--- src/design/mkw_pkg.sv ---
package mkw_pkg;

    localparam int DIST_W   = 32;
    localparam int WEIGHT_W = 17;
    localparam int T_W      = 16;
    localparam int DIV_STAGES = T_W;

    localparam logic [WEIGHT_W-1:0] W_ONE = 17'h10000;

    localparam logic [2:0] KS_UNIFORM = 3'd0;
    localparam logic [2:0] KS_WYVILL  = 3'd1;
    localparam logic [2:0] KS_HART    = 3'd2;
    localparam logic [2:0] KS_BLINN   = 3'd3;
    localparam logic [2:0] KS_LINKS   = 3'd4;
    localparam logic [2:0] KS_HERON   = 3'd5;
    localparam logic [2:0] KS_ELENDT  = 3'd6;

    localparam logic OP_SAMPLE = 1'b0;
    localparam logic OP_BLEND  = 1'b1;

    localparam logic [2:0] CFG_KERNEL_SELECT      = 3'd0;
    localparam logic [2:0] CFG_KERNEL_RADIUS      = 3'd1;
    localparam logic [2:0] CFG_THRESHOLD_ENABLE   = 3'd2;
    localparam logic [2:0] CFG_DISTANCE_THRESHOLD = 3'd3;
    localparam logic [2:0] CFG_BLEND_WIDTH        = 3'd4;
    localparam logic [2:0] CFG_UNIFORM_BIAS       = 3'd5;

    typedef struct packed {
        logic                fixed;
        logic [WEIGHT_W-1:0] fixed_val;
        logic [2:0]          sel;
    } mkw_ctl_t;

    function automatic logic [23:0] mul_q(input logic [19:0] a, input logic [19:0] b);
        logic [39:0] p;
        p = a * b;
        return p[39:16];
    endfunction

endpackage

--- src/design/mkw_div.sv ---
module mkw_div (
    input  logic                       aclk,
    input  logic                       aresetn,
    input  logic                       in_valid,
    output logic                       in_ready,
    input  mkw_pkg::mkw_ctl_t          in_ctl,
    input  logic [mkw_pkg::DIST_W-1:0] in_e,
    input  logic [mkw_pkg::DIST_W-1:0] in_s,
    output logic                       out_valid,
    input  logic                       out_ready,
    output mkw_pkg::mkw_ctl_t          out_ctl,
    output logic [mkw_pkg::T_W-1:0]    out_t
);

    localparam int N = mkw_pkg::DIV_STAGES;

    logic                       valid_reg [N];
    mkw_pkg::mkw_ctl_t          ctl_reg   [N];
    logic [mkw_pkg::DIST_W-1:0] rem_reg   [N];
    logic [mkw_pkg::DIST_W-1:0] s_reg     [N];
    logic [mkw_pkg::T_W-1:0]    q_reg     [N];
    logic [mkw_pkg::DIST_W-1:0] rem_next  [N];
    logic [mkw_pkg::T_W-1:0]    q_next    [N];
    logic                       adv       [N+1];

    always_comb begin
        adv[N] = out_ready;
        for (int k = N - 1; k >= 0; k--) begin
            adv[k] = !valid_reg[k] || adv[k+1];
        end
    end

    assign in_ready = adv[0];

    always_comb begin
        logic [mkw_pkg::DIST_W:0]   r2;
        logic [mkw_pkg::DIST_W-1:0] rp;
        logic [mkw_pkg::DIST_W-1:0] sp;
        logic [mkw_pkg::T_W-1:0]    qp;
        for (int k = 0; k < N; k++) begin
            rp = (k == 0) ? in_e : rem_reg[(k == 0) ? 0 : k - 1];
            sp = (k == 0) ? in_s : s_reg[(k == 0) ? 0 : k - 1];
            qp = (k == 0) ? '0 : q_reg[(k == 0) ? 0 : k - 1];
            r2 = {rp, 1'b0};
            if (r2 >= {1'b0, sp}) begin
                r2          = r2 - {1'b0, sp};
                q_next[k]   = {qp[mkw_pkg::T_W-2:0], 1'b1};
            end else begin
                q_next[k]   = {qp[mkw_pkg::T_W-2:0], 1'b0};
            end
            rem_next[k] = r2[mkw_pkg::DIST_W-1:0];
        end
    end

    always_ff @(posedge aclk) begin
        if (!aresetn) begin
            for (int k = 0; k < N; k++) begin
                valid_reg[k] <= 1'b0;
            end
        end else begin
            for (int k = 0; k < N; k++) begin
                if (adv[k]) begin
                    valid_reg[k] <= (k == 0) ? in_valid : valid_reg[(k == 0) ? 0 : k - 1];
                end
            end
        end
    end

    always_ff @(posedge aclk) begin
        for (int k = 0; k < N; k++) begin
            if (adv[k]) begin
                ctl_reg[k] <= (k == 0) ? in_ctl : ctl_reg[(k == 0) ? 0 : k - 1];
                s_reg[k]   <= (k == 0) ? in_s : s_reg[(k == 0) ? 0 : k - 1];
                rem_reg[k] <= rem_next[k];
                q_reg[k]   <= q_next[k];
            end
        end
    end

    assign out_valid = valid_reg[N-1];
    assign out_ctl   = ctl_reg[N-1];
    assign out_t     = q_reg[N-1];

endmodule

--- config.mk ---
export PLATFORM = sky130hd
export DESIGN_NAME = mkw_div
export DESIGN_NICKNAME = d
export VERILOG_FILES = /design/src/design/mkw_pkg.sv /design/src/design/mkw_div.sv
export SDC_FILE = /design/constraint.sdc
export NUM_CORES = 2
export LEC_CHECK = 0
export BUFFER_PORTS_ARGS = -buffer_cell sky130_fd_sc_hd__buf_2
export CAP_MARGIN = 20
export CORE_MARGIN = 5
export CORE_UTILIZATION = 50
export CTS_BUF_LIST = sky130_fd_sc_hd__clkbuf_2 sky130_fd_sc_hd__clkbuf_4 sky130_fd_sc_hd__clkbuf_8
export CTS_CLUSTER_DIAMETER = 60
export CTS_CLUSTER_SIZE = 10
export DETAILED_ROUTE_END_ITERATION = 16
export PLACE_DENSITY = 0.68
export SYNTH_ARGS = -nofsm -noshare
export SYNTH_HDL_FRONTEND = slang
export SYNTH_SLANG_ARGS = --single-unit
--- constraint.sdc ---
create_clock -name aclk -period 8.76 [get_ports aclk]
set_input_delay 0.438 -clock aclk [delete_from_list [all_inputs] [get_ports aclk]]
set_output_delay 0.438 -clock aclk [all_outputs]
set_load 0.01 [all_outputs]
## Word-level counts from Yosys, hierarchy flattened

Memory sizes are Yosys's and may differ from the RTL's.
Cells that the tools add are included.

- Register bits: 0
- Word-level logic and storage cells: 198
- Output and inout port bits: 39
- Memories kept: 5
- Bits in writable memories: 1632
- Bits of input ports: 89

- Bitwise logic cells: 16
- $lt $le $gt $ge: 16
- Multiplexer cells: 113
- $add $sub $neg: 16
- Reductions and logical operators: 32

Memory list:

| memory | words | bits a word | read ports | clocked after memory_dff | wr ports | RTL line | source |
|---|---|---|---|---|---|---|---|
| rem_reg | 16 | 32 | 15 | 0 | 16 | mkw_div.sv:19 | `logic [mkw_pkg::DIST_W-1:0] rem_reg [N];` |
| s_reg | 16 | 32 | 15 | 0 | 16 | mkw_div.sv:20 | `logic [mkw_pkg::DIST_W-1:0] s_reg [N];` |
| ctl_reg | 16 | 21 | 16 | 0 | 16 | mkw_div.sv:18 | `mkw_pkg::mkw_ctl_t ctl_reg [N];` |
| q_reg | 16 | 16 | 16 | 0 | 16 | mkw_div.sv:21 | `logic [mkw_pkg::T_W-1:0] q_reg [N];` |
| valid_reg | 16 | 1 | 16 | 0 | 16 | mkw_div.sv:17 | `logic valid_reg [N];` |

Operators by type and width:

| operator | count |
|---|---|
| 33-bit by 32-bit greater-or-equal comparator with 1-bit output | 16 |
| 32-bit two-way mux | 16 |
| 32-bit subtractor | 16 |
| 1-bit two-way mux | 97 |
| 1-bit logical NOT | 16 |
| 1-bit logical OR | 16 |
| 1-bit OR | 16 |

## Longest topological paths before layout

An unclocked memory read counts as a cell.

- Word-level depth: 22
- Mapped depth: 16
- Gate-level depth less buffers: 13

## Worst setup path after synthesis

Ideal clock, no wire load.

- Kind: reg2reg
- Start: memory valid_reg[15][0], in the netlist valid_reg[1][7]
- End: memory valid_reg[0][0], data pin
- Setup slack: 0.169 ns
- Buffers on the path: 1
- Arrival time: 8.446 ns
- Stages on the path, launching flop included: 14
- Period minus slack after synthesis: 8.591 ns
- Library setup time: 0.145 ns
- Data required time: 8.615 ns
- Cell sequence: edfxtp_1 -> nor2b_1 -> and2_1 -> inv_1 -> nor2_1 -> and2_1 -> inv_1 -> nor2_1 -> and2_1 -> and3_1 -> clkbuf_1 -> and3_1 -> nand2_1 -> and3_1

RTL lines:

| element | RTL line |
|---|---|
| start: declaration | mkw_div.sv:17 |

==> results by group <==
Timing
  – Tmin final: 5670 ps
  – Crit share post-route: 0.648
  – Final slew viol count: 0
  – Endpoints failing setup: 0
  – Hold Violations, Final: 0
  – Setup Skew: 39.1 ps
  – Setup TNS: 0 ps
  – Rel. slew slack: 0.183
  – Highest Clock Rate: approximately 0.18 GHz
  – Worst-Margin Slew: ~1200 ps
  – RSZ-0062 raised after global routing: false

Global route
  – Number of global-route vias before repair: 47300
  – GR Overflow Total: 0
  – All-Layer GR Usage: 0.181
  – First-pass GRT wire length: ~230000 um
  – Initial antenna violation count: 1
  – Largest net degree at the start of global routing: between 90 and 100

Critical path
  – CP dominant cell by count: and2_1
  – Worst setup EP type: output pin
  – Slowest cell on crit path: buf_4
  – Reg-to-reg setup timing slack: around 4200 ps
  – Critical-path maximum fanout: ~70
  – CP peak stage delay: about 670 ps
  – Setup crit start kind: flip-flop
  – CP Class: flip-flop to output pin
  – Required @ worst endpoint: around 8300 ps
  – Crit path DAT: 5240 ps
  – Worst path cell trace: nor2b_1 > and2_1 > inv_4 > nor2_1 > and2_1 > inv_4 > nor2_1 > and2_1 > and3_1 > and3_1 > nand2_4 > buf_4 > buf_2

Floorplanning
  – Die area: 159000 um2
  – Row cnt: between 100 and 150
  – Io pins: between 100 and 150
  – Chip Height: 399 um
  – Die X-Extent: 399 um
  – Core ar.: 150000 um2
  – Starting Density: 0.504

Yosys
  – Register area share after synthesis: 0.575
  – Syn_area_per_cell: around 12 um2
  – Top post-synthesis cells by count: edfxtp_1, inv_1, a21oi_1
  – Post-synth EDFFs: ~1400
  – Most frequent cell after synthesis: edfxtp_1
  – Ys flop type: edfxtp_1
  – Post-synth ARST share: 0
  – Synth area leaders: edfxtp_1, ha_1, a21oi_1
  – Register bit count reported by yosys: around 1400
  – Synthesized cell area: between 70000 and 80000 um2
  – Post-synth net total: around 7000
  – Synth Instances: 6200
  – Yosys top cell area share: 0.575
  – Distinct cell type count after synthesis: around 110
  – Yosys warns: 0
  – Post-synth top area cell: edfxtp_1

Placement
  – Placed wire-length estimate: around 110000 um
  – PortBufs: 127
  – Gp weighted congestion: 0.981
  – Area post-placement: between 70000 and 80000 um2

Drt
  – Post-DRT Antenna Nets: 0
  – Drt wl/cell: 16.9 um
  – Final WL: roughly 140000 um
  – Drt first pass iters: 6
  – Remaining DRCs: 0
  – Via density: approximately 5.4
  – Vias: approximately 46000
  – Drt initial violations: about 2000

CTS
  – CTS tree: built
  – CTS sink cnt: roughly 1400
  – CTS Hold Buffers Added: ~90
  – Number of buffers created by CTS: roughly 170
  – Post-CTS setup buffer count: 0
  – Clock Path Buffers: 3
  – Clk_lat worst skew: 900 ps
  – Reg clk slew, reported paths: ~70 ps
  – Clk Tree Root Cell: clkbuf_8
  – CTS resizes: 0
  – CTS HTree Levels: 4

Pwr
  – P_sw: between 0.009 and 0.01 W
  – VDD IR max: roughly 0.00018 V
  – Total power: 0.0277 W
  – Sequential share of power: 0.394
  – Internal power: ~0.018 W
  – Net Sw Frac: 0.359
  – PD cells: 338 nW/um2
  – Clk pwr share: 0.151
  – Leakage: around 34 nW
  – Logic pwr share: 0.455

Finish
  – Nets: roughly 7100
  – Fraction of layout cells with a size suffix above 1: 0.0937
  – Finished Cell Area: between 80000 and 90000 um2
  – Syn-to-layout area delta: 8.51%
  – Util after Layout: 0.547

Flow run
  – Max-Cap Viols: 0

Status
  – Status: finished clean

Min path
  – Hold Path Class: input pin to flip-flop
kinds of logic after synthesis:
group                      Yosys count  share of synthesized area
xor gates and xnor gates           402                     0.0466
and+or+nand+nor                   1264                     0.0804
AOI/OAI and AO/OA                 1546                      0.131
adders and majority gates          526                     0.0885
DFF                               1448                      0.575
buffers and inverters              787                     0.0427
muxes                              227                     0.0362
final timing paths:
path | start | to | cells past startpoint
setup reg to reg | valid_reg[1][7]$_DFFE_PP_ | rem_reg[0][7]$_DFFE_PP_ | 12
hold reg to reg | ctl_reg[0][29]$_DFFE_PP_ | ctl_reg[0][50]$_DFFE_PP_ | 0
hold / removal | in_s[17] | s_reg[0][17]$_DFFE_PP_ | 2
setup / recovery | valid_reg[1][7]$_DFFE_PP_ | in_ready | 13
worst max-delay path, delay by kind of cell, from the launching register on:
family | cells | cell delay (ps)
buf+inv | 4 | 1690
simple gates | 9 | 2220
flops | 1 | 390
layer usage:
metal  track usage  vias up  share of wire
met5             0        -              0
met3        0.0252      471          0.027
met4         0.109        0          0.064
met2         0.349      885           0.53
li1              -    23200              -
met1         0.185    21600           0.37
cell type report:
class | instances | area (um2)
Antenna cell | 1 | 2.50
Clock buffer | 186 | 2450
Clock inverter | 32 | 344
Fill cell | 12400 | 68100
Inverter | 638 | 2410
Multi-Input combinational cell | 3965 | 29000
Sequential cell | 1448 | 43500
Tap cell | 2016 | 2520
Timing Repair Buffer | 249 | 1820
per-stage QoR:
stage	hold WS, ps	worst slack, ps	instances
finish	266	3090	8535
global route	174	2500	8535
CTS	130	2820	8531
detailed placement	405	3840	8225
global placement	401	3930	8224
floorplan	400	169	6200
power groups by stage:
| stage | logic, W | registers [W] | clock network (W) |
|---|---|---|---|
| after floorplan | 0.0101 | 0.0107 | 0 |
| after global placement | 0.0122 | 0.0110 | 0 |
| after detailed placement | 0.0125 | 0.0111 | 0 |
| after CTS | 0.0126 | 0.0109 | 0.00440 |
| after global routing | 0.0140 | 0.0111 | 0.00468 |
| final | 0.0126 | 0.0109 | 0.00420 |
layout by cell type (no fill, tap or decap), types with 14 or more instances in the layout:
cell	count
xnor2_1	256
o21a_1	78
buf_4	31
o21bai_1	47
a221oi_1	18
nand2b_1	79
or2_2	18
clkbuf_8	168
nand2_1	334
clkbuf_4	18
inv_1	627
a21o_1	261
a2111oi_0	14
o21ai_0	266
a21oi_1	530
a31oi_1	41
dlygate4sd3_1	88
ha_1	511
a21boi_0	15
and4_1	14
buf_2	127
and2_1	40
xor2_1	146
a211oi_1	37
mux2_2	84
nand4_1	57
fa_1	15
mux2_1	78
or3_1	18
o21ai_1	37
nor2b_1	71
and3_1	43
nor2_1	370
o31ai_1	26
nor3_1	62
edfxtp_1	1447
nand3_1	91
mux2_4	52
Note: power is estimated with default switching activity, not from simulation.
