<file path="src/design/mkw_pkg.sv">
package mkw_pkg;

    localparam int DIST_W   = 32;
    localparam int WEIGHT_W = 17;
    localparam int T_W      = 16;
    localparam int DIV_STAGES = T_W;

    localparam logic [WEIGHT_W-1:0] W_ONE = 17'h10000;

    localparam logic [2:0] KS_UNIFORM = 3'd0;
    localparam logic [2:0] KS_WYVILL  = 3'd1;
    localparam logic [2:0] KS_HART    = 3'd2;
    localparam logic [2:0] KS_BLINN   = 3'd3;
    localparam logic [2:0] KS_LINKS   = 3'd4;
    localparam logic [2:0] KS_HERON   = 3'd5;
    localparam logic [2:0] KS_ELENDT  = 3'd6;

    localparam logic OP_SAMPLE = 1'b0;
    localparam logic OP_BLEND  = 1'b1;

    localparam logic [2:0] CFG_KERNEL_SELECT      = 3'd0;
    localparam logic [2:0] CFG_KERNEL_RADIUS      = 3'd1;
    localparam logic [2:0] CFG_THRESHOLD_ENABLE   = 3'd2;
    localparam logic [2:0] CFG_DISTANCE_THRESHOLD = 3'd3;
    localparam logic [2:0] CFG_BLEND_WIDTH        = 3'd4;
    localparam logic [2:0] CFG_UNIFORM_BIAS       = 3'd5;

    typedef struct packed {
        logic                fixed;
        logic [WEIGHT_W-1:0] fixed_val;
        logic [2:0]          sel;
    } mkw_ctl_t;

    function automatic logic [23:0] mul_q(input logic [19:0] a, input logic [19:0] b);
        logic [39:0] p;
        p = a * b;
        return p[39:16];
    endfunction

endpackage

</file>
<file path="src/design/mkw_front.sv">
module mkw_front (
    input  logic                          aclk,
    input  logic                          aresetn,
    input  logic                          in_valid,
    output logic                          in_ready,
    input  logic                          in_op,
    input  logic [mkw_pkg::DIST_W-1:0]    in_dist,
    input  logic [2:0]                    kernel_select,
    input  logic [mkw_pkg::DIST_W-1:0]    radius,
    input  logic                          threshold_enable,
    input  logic [mkw_pkg::DIST_W-1:0]    thr_level,
    input  logic [mkw_pkg::DIST_W-1:0]    feather_span,
    input  logic [mkw_pkg::WEIGHT_W-1:0]  flat_bias,
    output logic                          out_valid,
    input  logic                          out_ready,
    output mkw_pkg::mkw_ctl_t             out_ctl,
    output logic [mkw_pkg::DIST_W-1:0]    out_e,
    output logic [mkw_pkg::DIST_W-1:0]    out_s
);

    logic                       valid_reg;
    mkw_pkg::mkw_ctl_t          ctl_reg, ctl_next;
    logic [mkw_pkg::DIST_W-1:0] e_reg, e_next, s_reg, s_next;
    logic [mkw_pkg::DIST_W:0]   feather_end;

    assign in_ready    = !valid_reg || out_ready;
    assign feather_end = {1'b0, thr_level} + {1'b0, feather_span};

    always_comb begin
        ctl_next.fixed     = 1'b1;
        ctl_next.fixed_val = '0;
        ctl_next.sel       = kernel_select;
        e_next             = in_dist;
        s_next             = radius;
        if (in_op == mkw_pkg::OP_SAMPLE) begin
            priority if (radius == '0) begin
                ctl_next.fixed_val = (in_dist == '0) ? mkw_pkg::W_ONE : '0;
            end else if (kernel_select == mkw_pkg::KS_UNIFORM) begin
                ctl_next.fixed_val = (in_dist <= radius) ? mkw_pkg::W_ONE : '0;
            end else if (in_dist >= radius) begin
                ctl_next.fixed_val = '0;
            end else begin
                ctl_next.fixed = 1'b0;
            end
        end else begin
            e_next = in_dist - thr_level;
            s_next = feather_span;
            priority if (!threshold_enable || in_dist <= thr_level) begin
                ctl_next.fixed_val = mkw_pkg::W_ONE;
            end else if (feather_span == '0 || {1'b0, in_dist} > feather_end) begin
                ctl_next.fixed_val = '0;
            end else if (kernel_select == mkw_pkg::KS_UNIFORM) begin
                ctl_next.fixed_val = (flat_bias > mkw_pkg::W_ONE) ? mkw_pkg::W_ONE
                                                                    : flat_bias;
            end else if ({1'b0, in_dist} == feather_end) begin
                ctl_next.fixed_val = '0;
            end else begin
                ctl_next.fixed = 1'b0;
            end
        end
    end

    always_ff @(posedge aclk) begin
        if (!aresetn) begin
            valid_reg <= 1'b0;
        end else if (in_ready) begin
            valid_reg <= in_valid;
        end
    end

    always_ff @(posedge aclk) begin
        if (in_ready) begin
            ctl_reg <= ctl_next;
            e_reg   <= e_next;
            s_reg   <= s_next;
        end
    end

    assign out_valid = valid_reg;
    assign out_ctl   = ctl_reg;
    assign out_e     = e_reg;
    assign out_s     = s_reg;

endmodule

</file>
<file path="config.mk">
export PLATFORM = sky130hd
export DESIGN_NAME = mkw_front
export DESIGN_NICKNAME = d
export VERILOG_FILES = /design/src/design/mkw_pkg.sv /design/src/design/mkw_front.sv
export SDC_FILE = /design/constraint.sdc
export NUM_CORES = 1
export LEC_CHECK = 0
export BUFFER_PORTS_ARGS = -buffer_cell sky130_fd_sc_hd__buf_2
export CELL_PAD_IN_SITES_DETAIL_PLACEMENT = 0
export CELL_PAD_IN_SITES_GLOBAL_PLACEMENT = 2
export CORE_MARGIN = 2
export CORE_UTILIZATION = 34
export DETAILED_ROUTE_END_ITERATION = 7
export PLACE_DENSITY = 0.95
export RECOVER_POWER = 50
export SLEW_MARGIN = 20
export SYNTH_ARGS = -nofsm -noshare
export SYNTH_HDL_FRONTEND = slang
export SYNTH_SLANG_ARGS = --single-unit
</file>
<file path="constraint.sdc">
create_clock -name aclk -period 8.1 [get_ports aclk]
set_input_delay 1.62 -clock aclk [delete_from_list [all_inputs] [get_ports aclk]]
set_output_delay 1.62 -clock aclk [all_outputs]
set_load 0.02 [all_outputs]
</file>
# [Word level (Yosys, flattened, before mapping)]
# Index checks and enable logic that the tools add are counted.
[word_totals] register_bits=86
[classes] n_addsub=2 n_lt_le_gt_ge=5 eq_ne=1 mux=18 n_reduce_logical=9
[op_table] op="$mux 17" n=8
[op_table] op="$logic_not 32->1" n=3
[op_table] op="$le 32x32->1" n=2
[op_table] op="$mux 32" n=2
[op_table] op="$add 32x32->33" n=1
[op_table] op="$eq 32x33->1" n=1
[op_table] op="$gt 32x33->1" n=1
[op_table] op="$ge 32x32->1" n=1
[op_table] op="$sub 32x32->32" n=1
[op_table] op="$mux 18" n=1
[op_table] op="$gt 17x17->1 const B" n=1
[op_table] op="$mux 1" n=7
[op_table] op="$logic_not 3->1" n=1
[op_table] op="$logic_or 1x1->1" n=3
[op_table] op="$logic_not 1->1" n=2

# [Logic depth before layout (Yosys ltp)]
# Gate-level depths: netlist of run 1.
[depth] depth_word=7 depth_mapped=20 depth_no_buf=19

# [Least setup slack after synthesis of run 1]
# Ideal clock, no wire load.
[synth_path] kind="in2reg" startpoint="input port thr_level[0] (netlist name)" endpoint="register ctl_reg (netlist bit out_ctl[10]), data pin" setup_time_ns=0.150 t_arrival_ns=5.400 required_time_ns=7.950 setup_slack_ns=2.550 cell_stages=20 n_path_buf=1 cell_sequence="ha_1 fa_1 a211oi_1 o211a_1 nor3_1 nor2_1 o221ai_1 a41oi_1 o211ai_1 xnor2_1 ha_1 a21oi_1 o21ai_0 a211oi_1 o31ai_1 a21oi_1 nor2_1 a2111o_1 buf_6 nor3_2"
[synth_between] elab_chain_len=6
[synth_lines] item="start: declaration" line_no="mkw_front.sv:11" rtl="input logic [mkw_pkg::DIST_W-1:0] thr_level,"
[synth_lines] item="$add 32x32->33" line_no="mkw_front.sv:27" rtl="assign feather_end = {1'b0, thr_level} + {1'b0, feather_span};"
[synth_lines] item="$gt 32x33->1" line_no="mkw_front.sv:50" rtl="end else if (feather_span == '0 || {1'b0, in_dist} > feather_end) begin"
[synth_lines] item="$logic_or 1x1->1" line_no="mkw_front.sv:50"
[synth_lines] item="$mux 17" line_no="mkw_front.sv:50"
[synth_lines] item="$mux 17 *" line_no="mkw_front.sv:48" rtl="priority if (!threshold_enable || in_dist <= thr_level) begin"
[synth_lines] item="$mux 18 *" line_no="mkw_front.sv:35" rtl="if (in_op == mkw_pkg::OP_SAMPLE) begin"
[synth_lines] item="end signal: assignment" line_no="mkw_front.sv:73" rtl="ctl_reg <= ctl_next;"
[synth_lines] item="end: declaration" line_no="mkw_front.sv:22" rtl="mkw_pkg::mkw_ctl_t ctl_reg, ctl_next;"
# Mark *: on every way between the ends. The rest lies on a longest branch, timed or not.
# A chain may end at the register's enable or synchronous reset.

# [Final worst setup path of run 1]
[layout_path] startpoint="input port thr_level[1] (netlist name)" endpoint="register ctl_reg (netlist bit out_ctl[18]), data pin"
# The elaborated chain is that of the path after synthesis.

==> results of run 1 <==
## cell families after synthesis
group,Yosys count,share of synthesized area [%]
AOI/OAI and AO/OA,310,22.3
xor gates and xnor gates,47,4.68
adders and majority gates,130,18.7
buffers and inverters,123,5.40
DFF,86,29.3
muxes,21,2.65
and+or+nand+nor,295,17.0
## cell type report
class	instances	area share (%)
multi-input combinational	803	54.5
sequential	86	24.4
clock inverter	7	0.795
clock buffer	9	2.14
timing repair buffer	243	10.6
tap	330	3.92
inverter	103	3.67
## worst max-delay path by stage
stage | end | cells past startpoint | from | slack (ns)
after CTS | out_ctl[18]$_SDFFCE_PP0P_ | 17 | thr_level[1] | 1.47
after global placement | out_ctl[18]$_SDFFCE_PP0P_ | 17 | thr_level[1] | 1.19
after detailed placement | out_ctl[18]$_SDFFCE_PP0P_ | 17 | thr_level[1] | 1.12
after floorplan | out_ctl[10]$_SDFFCE_PP0P_ | 20 | thr_level[0] | 2.55
after global routing | out_ctl[16]$_SDFFCE_PP0P_ | 17 | thr_level[1] | 1.06
final | out_ctl[18]$_SDFFCE_PP0P_ | 17 | thr_level[1] | 1.35
## through the flow
step	total power [mW]	util (%)	setup slack, ns
after floorplan	1.01	-	2.55
after global placement	1.22	41.0	1.19
after detailed placement	1.23	41.0	1.12
after CTS	1.70	42.2	1.47
after global routing	1.78	41.7	1.06
final	1.68	41.7	1.35
## sequential cells by signal, indices dropped and copies added, names as in the netlist
signal / count
out_s: 32
out_ctl: 21
out_valid: 1
out_e: 32
## cell usage in the layout (no fill, tap or decap), drive strengths merged, types with 5 or more instances in the layout
| cell type | netlist | layout |
|---|---|---|
| o31ai | 7 | 7 |
| a211oi | 14 | 14 |
| nor2 | 49 | 49 |
| buf | 6 | 159 |
| a211o | 5 | 5 |
| nand4 | 24 | 24 |
| edfxtp | 85 | 85 |
| o21ai | 81 | 81 |
| or3 | 7 | 7 |
| clkbuf | 14 | 93 |
| o211ai | 7 | 7 |
| nand2b | 7 | 7 |
| a21o | 37 | 37 |
| nor4 | 32 | 32 |
| nand2 | 95 | 95 |
| and3 | 9 | 9 |
| xnor2 | 29 | 29 |
| a31oi | 11 | 11 |
| a21oi | 93 | 93 |
| a2111oi | 5 | 5 |
| nor3 | 32 | 32 |
| mux2 | 18 | 18 |
| inv | 103 | 108 |
| ha | 128 | 128 |
| nor2b | 9 | 9 |
| xor2 | 18 | 18 |
| o21a | 13 | 13 |
| nand3 | 19 | 19 |
## worst max-delay path: cells and delay by family
| kind | cells | cell delay, ns |
|---|---|---|
| AO/OA/AOI/OAI | 8 | 3.45 |
| AND/OR/NAND/NOR | 6 | 1.26 |
| adder cells (fa/ha/maj) | 2 | 0.45 |
| buffers and inverters | 1 | 0.14 |
## power by group
group	switching, mW	internal, mW
combinational	0.410	0.248
clock	0.216	0.247
sequential	0.0139	0.544
## layer usage
metal / share of wire, % / up-vias / track usage (%)
met5: 0 / - / 0
met3: 5.6 / 36 / 3.19
met2: 45 / 275 / 35.1
li1: - / 4271 / -
met1: 47 / 3989 / 29.8
met4: 2.2 / 0 / 6.92
==> results by group, run 1 <==
Status
  – Status: finished, violations left
  – Failing checks: max-capacitance violations, max-slew violations

Layout
  – Area of the multi-input gates: roughly 0.0057 mm²
  – ANT cells: 0
  – # fillers: 2613
  – Area grow syn2layout: 19.9%
  – Fin area: about 0.011 mm²
  – Share of cells above drive strength 1: 17.2%
  – Nets: 1530
  – Fin cells: approximately 1600
  – Register cell area after layout: 0.00257 mm²

Logic synthesis
  – Most frequent cell after synthesis: ha_1
  – Synth top area share: roughly 29%
  – Netlist Area Pre-Place: 0.00879 mm²
  – EDFF count, synth: 85
  – Post-synth ARST share: 0%
  – Mapped Cells: 1012
  – Register bit total from synthesis: 86
  – Sequential cell area fraction in the yosys report: between 20% and 30%
  – Prevailing post-synth register cell: edfxtp_1
  – Netlist cell types: 67
  – Syn_area_per_cell: between 8 and 9 µm²
  – Most frequent cells after synthesis: 128 x ha_1, 103 x inv_1, 95 x nand2_1
  – Leading area contributor after synthesis: edfxtp_1
  – Synthesized Nets: 1296
  – Synth area leaders: edfxtp_1 29%, ha_1 18%, a21oi_1 5.2%, o21ai_0 4.6%, inv_1 4.4%
  – Synth warn: 0

Global routing
  – Initial antenna violation count: 0
  – Vias in the first global route: 8065
  – Congestion Overflow GR: 0
  – All-Layer GR Usage: 21.7%
  – Global-route wire length before repair: 44.7 mm
  – Largest net degree at the start of global routing: 57

Setup path
  – Slowest stage cell, crit path: a2111oi_0
  – CP Data Required Time: between 8 and 9 ns
  – R2R Path End: out_s[15]$_DFFE_PP_
  – FF-to-FF Start: out_valid$_SDFFE_PN0P_
  – Worst path cell trace: buf_2 > ha_1 > a211oi_1 > nor2_1 > a2111oi_0 > o21ai_0 > a211oi_2 > o211ai_1 > a2111oi_0 > a311o_1 > ha_1 > nand3_1 > nor4_1 > and2_1 > nor2_1 > a2111o_1 > nor3_1
  – Crit end category: flop
  – Kind of critical path: input pin to flop
  – Worst Path Arrival: 6.93 ns
  – Max incr delay on CP: approximately 0.71 ns
  – CP Launch Type: input pin
  – Max Fanout on Critical Path: 16
  – Setup slack, reg-to-reg: 5.52 ns
  – R2R depth: 2

Floorplan
  – Die footprint: 0.0272 mm²
  – Std-Cell Rows: 58
  – I/O Pins: 241
  – Die Ht: 165 µm
  – Die W: about 160 µm
  – Core area: 0.0253 mm²
  – Initial core utilization: approximately a third

Pwr
  – VDD IR max: between 0.09 and 0.1 mV
  – Lkg Pwr: 4.80 nW
  – Power Density: 159 mW/mm²

Clock tree
  – H-tree Lvls: 3
  – Post-CTS resize count: 0
  – Clock Latency Late Sink: about 0.36 ns
  – Num CTS Buffers: 9
  – Hold Buf Count CTS: 0
  – Post-CTS Setup Repair Bufs: 0
  – Buffers from clock root to sink, at most: 2
  – CTS tree: yes
  – Clk slew on worst S/H paths: 0.07 ns
  – Root buf cell: clkbuf_16
  – CTS sink count: 86

Worst hold path
  – Hold Path Cell Cnt: 1
  – Worst Hold Class: flop to flop
  – Hold endpoint: out_ctl[3]$_SDFFCE_PP0P_
  – Hold Crit Start: out_valid$_SDFFE_PN0P_

Route
  – TritonRoute pass-1 iters: 5
  – Routed wire length: about 30 mm
  – DR iter-0 viols: 623
  – Via count: 8571
  – Routed len/inst: 18.9 µm
  – Remaining antenna violation count: 0
  – Vias per cell: around 5.4
  – DR DRC count: 0

Timing
  – Hold Vio Cnt, Final: 0
  – Max Freq: 0.148 GHz
  – Min cycle time layout: 6.75 ns
  – Worst hold slack: about 1.5 ns
  – Slew @ Worst Pin: ~1.9 ns
  – Setup TNS: 0 ns
  – Max-Slew Margin vs Limit: -27.6%
  – Clk_skew: 0.00774 ns
  – Max-slew violations: 45
  – Period utilization: between 80% and 90%
  – RSZ-0062 raised after global routing: false
  – Number of setup violations in the final report: 0

Placement
  – Placed inst area: about 0.010 mm²
  – DPL Wire Length: roughly 24 mm
  – Port buffer count: 240
  – Placed cell count: 1565
  – Final Wtd Congestion: around 0.92

Job
  – Maxcap violations: 1
Power figures use the tool's default switching activity.
==> run 2: changes to the inputs <==
--- a/config.mk
+++ b/config.mk
@@ -5,13 +5,14 @@
 export SDC_FILE = /design/constraint.sdc
 export NUM_CORES = 1
 export LEC_CHECK = 0
+export ABC_AREA = 1
 export BUFFER_PORTS_ARGS = -buffer_cell sky130_fd_sc_hd__buf_2
 export CELL_PAD_IN_SITES_DETAIL_PLACEMENT = 0
 export CELL_PAD_IN_SITES_GLOBAL_PLACEMENT = 2
 export CORE_MARGIN = 2
-export CORE_UTILIZATION = 34
+export CORE_UTILIZATION = 30
 export DETAILED_ROUTE_END_ITERATION = 7
-export PLACE_DENSITY = 0.95
+export PLACE_DENSITY = 0.9
 export RECOVER_POWER = 50
 export SLEW_MARGIN = 20
 export SYNTH_ARGS = -nofsm -noshare
==> constraint.sdc (replaced) <==
create_clock -name aclk -period 7.1 [get_ports aclk]
set_input_delay 1.42 -clock aclk [delete_from_list [all_inputs] [get_ports aclk]]
set_output_delay 1.42 -clock aclk [all_outputs]
set_load 0.02 [all_outputs]
==> results by group, run 2 <==
Global routing
  – Initial antenna violation count: 0
  – Global-route wire length before repair: approximately 51 mm
  – Vias in the first global route: 8794
  – Congestion Overflow GR: 0
  – All-Layer GR Usage: roughly 21%
  – Largest net degree at the start of global routing: 52

Layout
  – ANT cells: 0
  – Highest-count cells in the layout ignoring fill and taps: 266 x nand2_1, 174 x inv_1, 157 x buf_2, 128 x ha_1, 105 x a21oi_1
  – Most common cell after layout, fill and taps aside: nand2_1
  – Fin area: 0.0108 mm²
  – # fillers: 3211
  – Nets: 1726
  – Area grow syn2layout: 20.5%
  – Share of cells above drive strength 1: 14.3%

Clock tree
  – Buffers from clock root to sink, at most: 2
  – Post-CTS resize count: 0
  – Clock Latency Late Sink: 0.36 ns
  – Hold Buf Count CTS: 0
  – CTS sink count: 86
  – CTS tree: yes
  – Post-CTS Setup Repair Bufs: 0
  – Root buf cell: clkbuf_16
  – Num CTS Buffers: 9
  – Clk slew on worst S/H paths: 0.07 ns
  – H-tree Lvls: 3

Timing
  – Hold Vio Cnt, Final: 0
  – Min cycle time layout: 5.06 ns
  – Max-slew violations: 73
  – Max Freq: about 0.20 GHz
  – Max-Slew Margin vs Limit: -20.8%
  – Period utilization: 71.3%
  – Clk_skew: 0.0117 ns
  – Slew @ Worst Pin: between 1.5 and 2 ns
  – Setup TNS: 0 ns
  – Number of setup violations in the final report: 0
  – RSZ-0062 raised after global routing: false

Pwr
  – VDD IR max: 0.0938 mV
  – Net Sw Power: 0.765 mW
  – Clock power share: 26.3%
  – Power Density: between 150 and 200 mW/mm²
  – Sequential power share: between 30% and 40%
  – Lkg Pwr: 5.25 nW
  – Design Power: 1.92 mW
  – Logic pwr share: between 40% and 50%
  – Sw frac: 39.8%
  – P_int: around 1.2 mW

Placement
  – DPL Wire Length: 28.7 mm
  – Placed inst area: 0.0106 mm²
  – Port buffer count: 240
  – Final Wtd Congestion: approximately 0.92

Logic synthesis
  – Synthesized Nets: between 1000 and 1500
  – Most frequent cells after synthesis: 266 x nand2_1, 175 x inv_1, 128 x ha_1
  – Synth area leaders: edfxtp_1 28%, ha_1 18%, nand2_1 11%, inv_1 7.3%, a21oi_1 5.9%
  – Syn_area_per_cell: 7.46 µm²
  – EDFF count, synth: 85
  – Post-synth ARST share: 0%
  – Most frequent cell after synthesis: nand2_1
  – Synth top area share: ~28%
  – Netlist Area Pre-Place: about 0.009 mm²
  – Netlist cell types: 39
  – Leading area contributor after synthesis: edfxtp_1
  – Synth warn: 0
  – Sequential cell area fraction in the yosys report: 28.7%
  – Mapped Cells: about 1200
  – Prevailing post-synth register cell: edfxtp_1
  – Register bit total from synthesis: 86

Setup path
  – Crit path launch: thr_level[0]
  – Worst Path Arrival: 5.26 ns
  – FF-to-FF Start: out_valid$_SDFFE_PN0P_
  – CP Data Required Time: 7.30 ns
  – R2R depth: 2
  – Max incr delay on CP: 0.40 ns
  – Slowest stage cell, crit path: fa_1
  – Kind of critical path: input pin to flop
  – Most used cell, CP: nand2_1
  – CP bufs+invs: 1
  – Max Fanout on Critical Path: 16
  – Setup slack, reg-to-reg: 4.41 ns
  – R2R Path End: out_e[26]$_DFFE_PP_
  – CP Launch Type: input pin
  – Worst path cell trace: buf_2 > ha_1 > fa_1 > nand3_1 > nand3_2 > a21oi_1 > o21ai_0 > a21boi_0 > o21ai_0 > a21oi_1 > xor2_1 > ha_1 > a21oi_1 > o21ai_0 > a31oi_1 > nand2_1 > nand2_1 > nand2_1 > nand2_1 > nand2_1 > nand2_1 > nand4_4 > nor2_1
  – Crit end category: flop
  – CP top delay family: compound AO/OA/AOI/OAI gates

Route
  – DR DRC count: 0
  – WL met2: between 15 and 20 mm
  – Topmost layer with routed signal wires: met4
  – Routed wire length: ~34 mm
  – Remaining antenna violation count: 0
  – Met3 routed wirelength: around 2 mm
  – TritonRoute pass-1 iters: 5
  – Via count: between 9000 and 10000
  – Routed len/inst: 18.5 µm
  – Metal1 wirelength: around 16 mm
  – DR iter-0 viols: 611
  – Vias per cell: 5.00

Worst hold path
  – Worst Hold Class: input pin to flop
  – Hold Crit Start: kernel_select[1]
  – Hold endpoint: out_ctl[1]$_DFFE_PP_
  – Hold Path Cell Cnt: 1

Floorplan
  – Std-Cell Rows: between 60 and 70
  – Die Ht: between 150 and 200 µm
  – Initial core utilization: 30.4%
  – I/O Pins: 241
  – Die W: 177 µm
  – Core area: approximately 0.030 mm²
  – Die footprint: approximately 0.031 mm²

Job
  – Maxcap violations: 2

Status
  – Failing checks: max-capacitance violations, max-slew violations
  – Status: finished, violations left
run 2: through the flow:
stage	worst slack (ns)	cells	hold WS [ns]	utilization, %
2_1_floorplan	2.30	1203	1.52	-
3_3_place_gp	1.73	1821	0.982	36.0
3_5_place_dp	1.67	1821	1.01	36.0
4_1_cts	2.02	1837	1.02	37.0
5_1_grt	1.58	1837	1.24	36.6
6_report	2.04	1837	1.25	36.6
run 2: power groups by stage:
stage,sequential (mW),clock (mW),combinational (mW)
floorplan,0.712,0,0.440
global placement,0.642,0,0.792
detailed placement,0.642,0,0.790
CTS,0.632,0.519,0.795
global route,0.637,0.538,0.878
finish,0.632,0.506,0.784
run 2: worst register-to-register path, stage by stage (launching register included):
cell and delay, ns:
dfxtp_1 0.31, nand2_1 1.24, buf_4 0.73
run 2: routing by layer:
| metal | up-vias | GRT usage [%] |
|---|---|---|
| li1 | 4614 | - |
| met1 | 4250 | 29.4 |
| met2 | 292 | 35.9 |
| met3 | 26 | 2.66 |
| met4 | 0 | 4.89 |
| met5 | - | 0 |
run 2: cell families (layout without fill, tap and decap cells):
group	Yosys count	in the layout	share of synthesized area, %
xor+xnor	47	47	4.58
flops	86	86	28.7
buf+inv	190	434	8.03
compound gates	258	258	16.0
fa+ha+maj	130	130	18.3
simple gates	492	492	24.4
run 2: worst max path at each step:
stage / endpoint / slack [ns] / depth (start not counted)
detailed placement: out_ctl[15]$_SDFFCE_PP0P_ / 1.67 / 23
finish: out_ctl[15]$_SDFFCE_PP0P_ / 2.04 / 23
global route: out_ctl[17]$_SDFFCE_PP0P_ / 1.58 / 25
floorplan: in_ready / 2.30 / 2
global placement: out_ctl[4]$_SDFFCE_PP0P_ / 1.73 / 24
CTS: out_ctl[15]$_SDFFCE_PP0P_ / 2.02 / 23
run 2: final cells by class:
class	count	area, µm²	area share, %
Multi-Input combinational cell	927	5690	52.5
Sequential cell	86	2570	23.8
Timing Repair Buffer	243	1120	10.3
Inverter	175	657	6.07
Tap cell	390	488	4.51
Clock buffer	10	229	2.12
Clock inverter	6	71.3	0.659
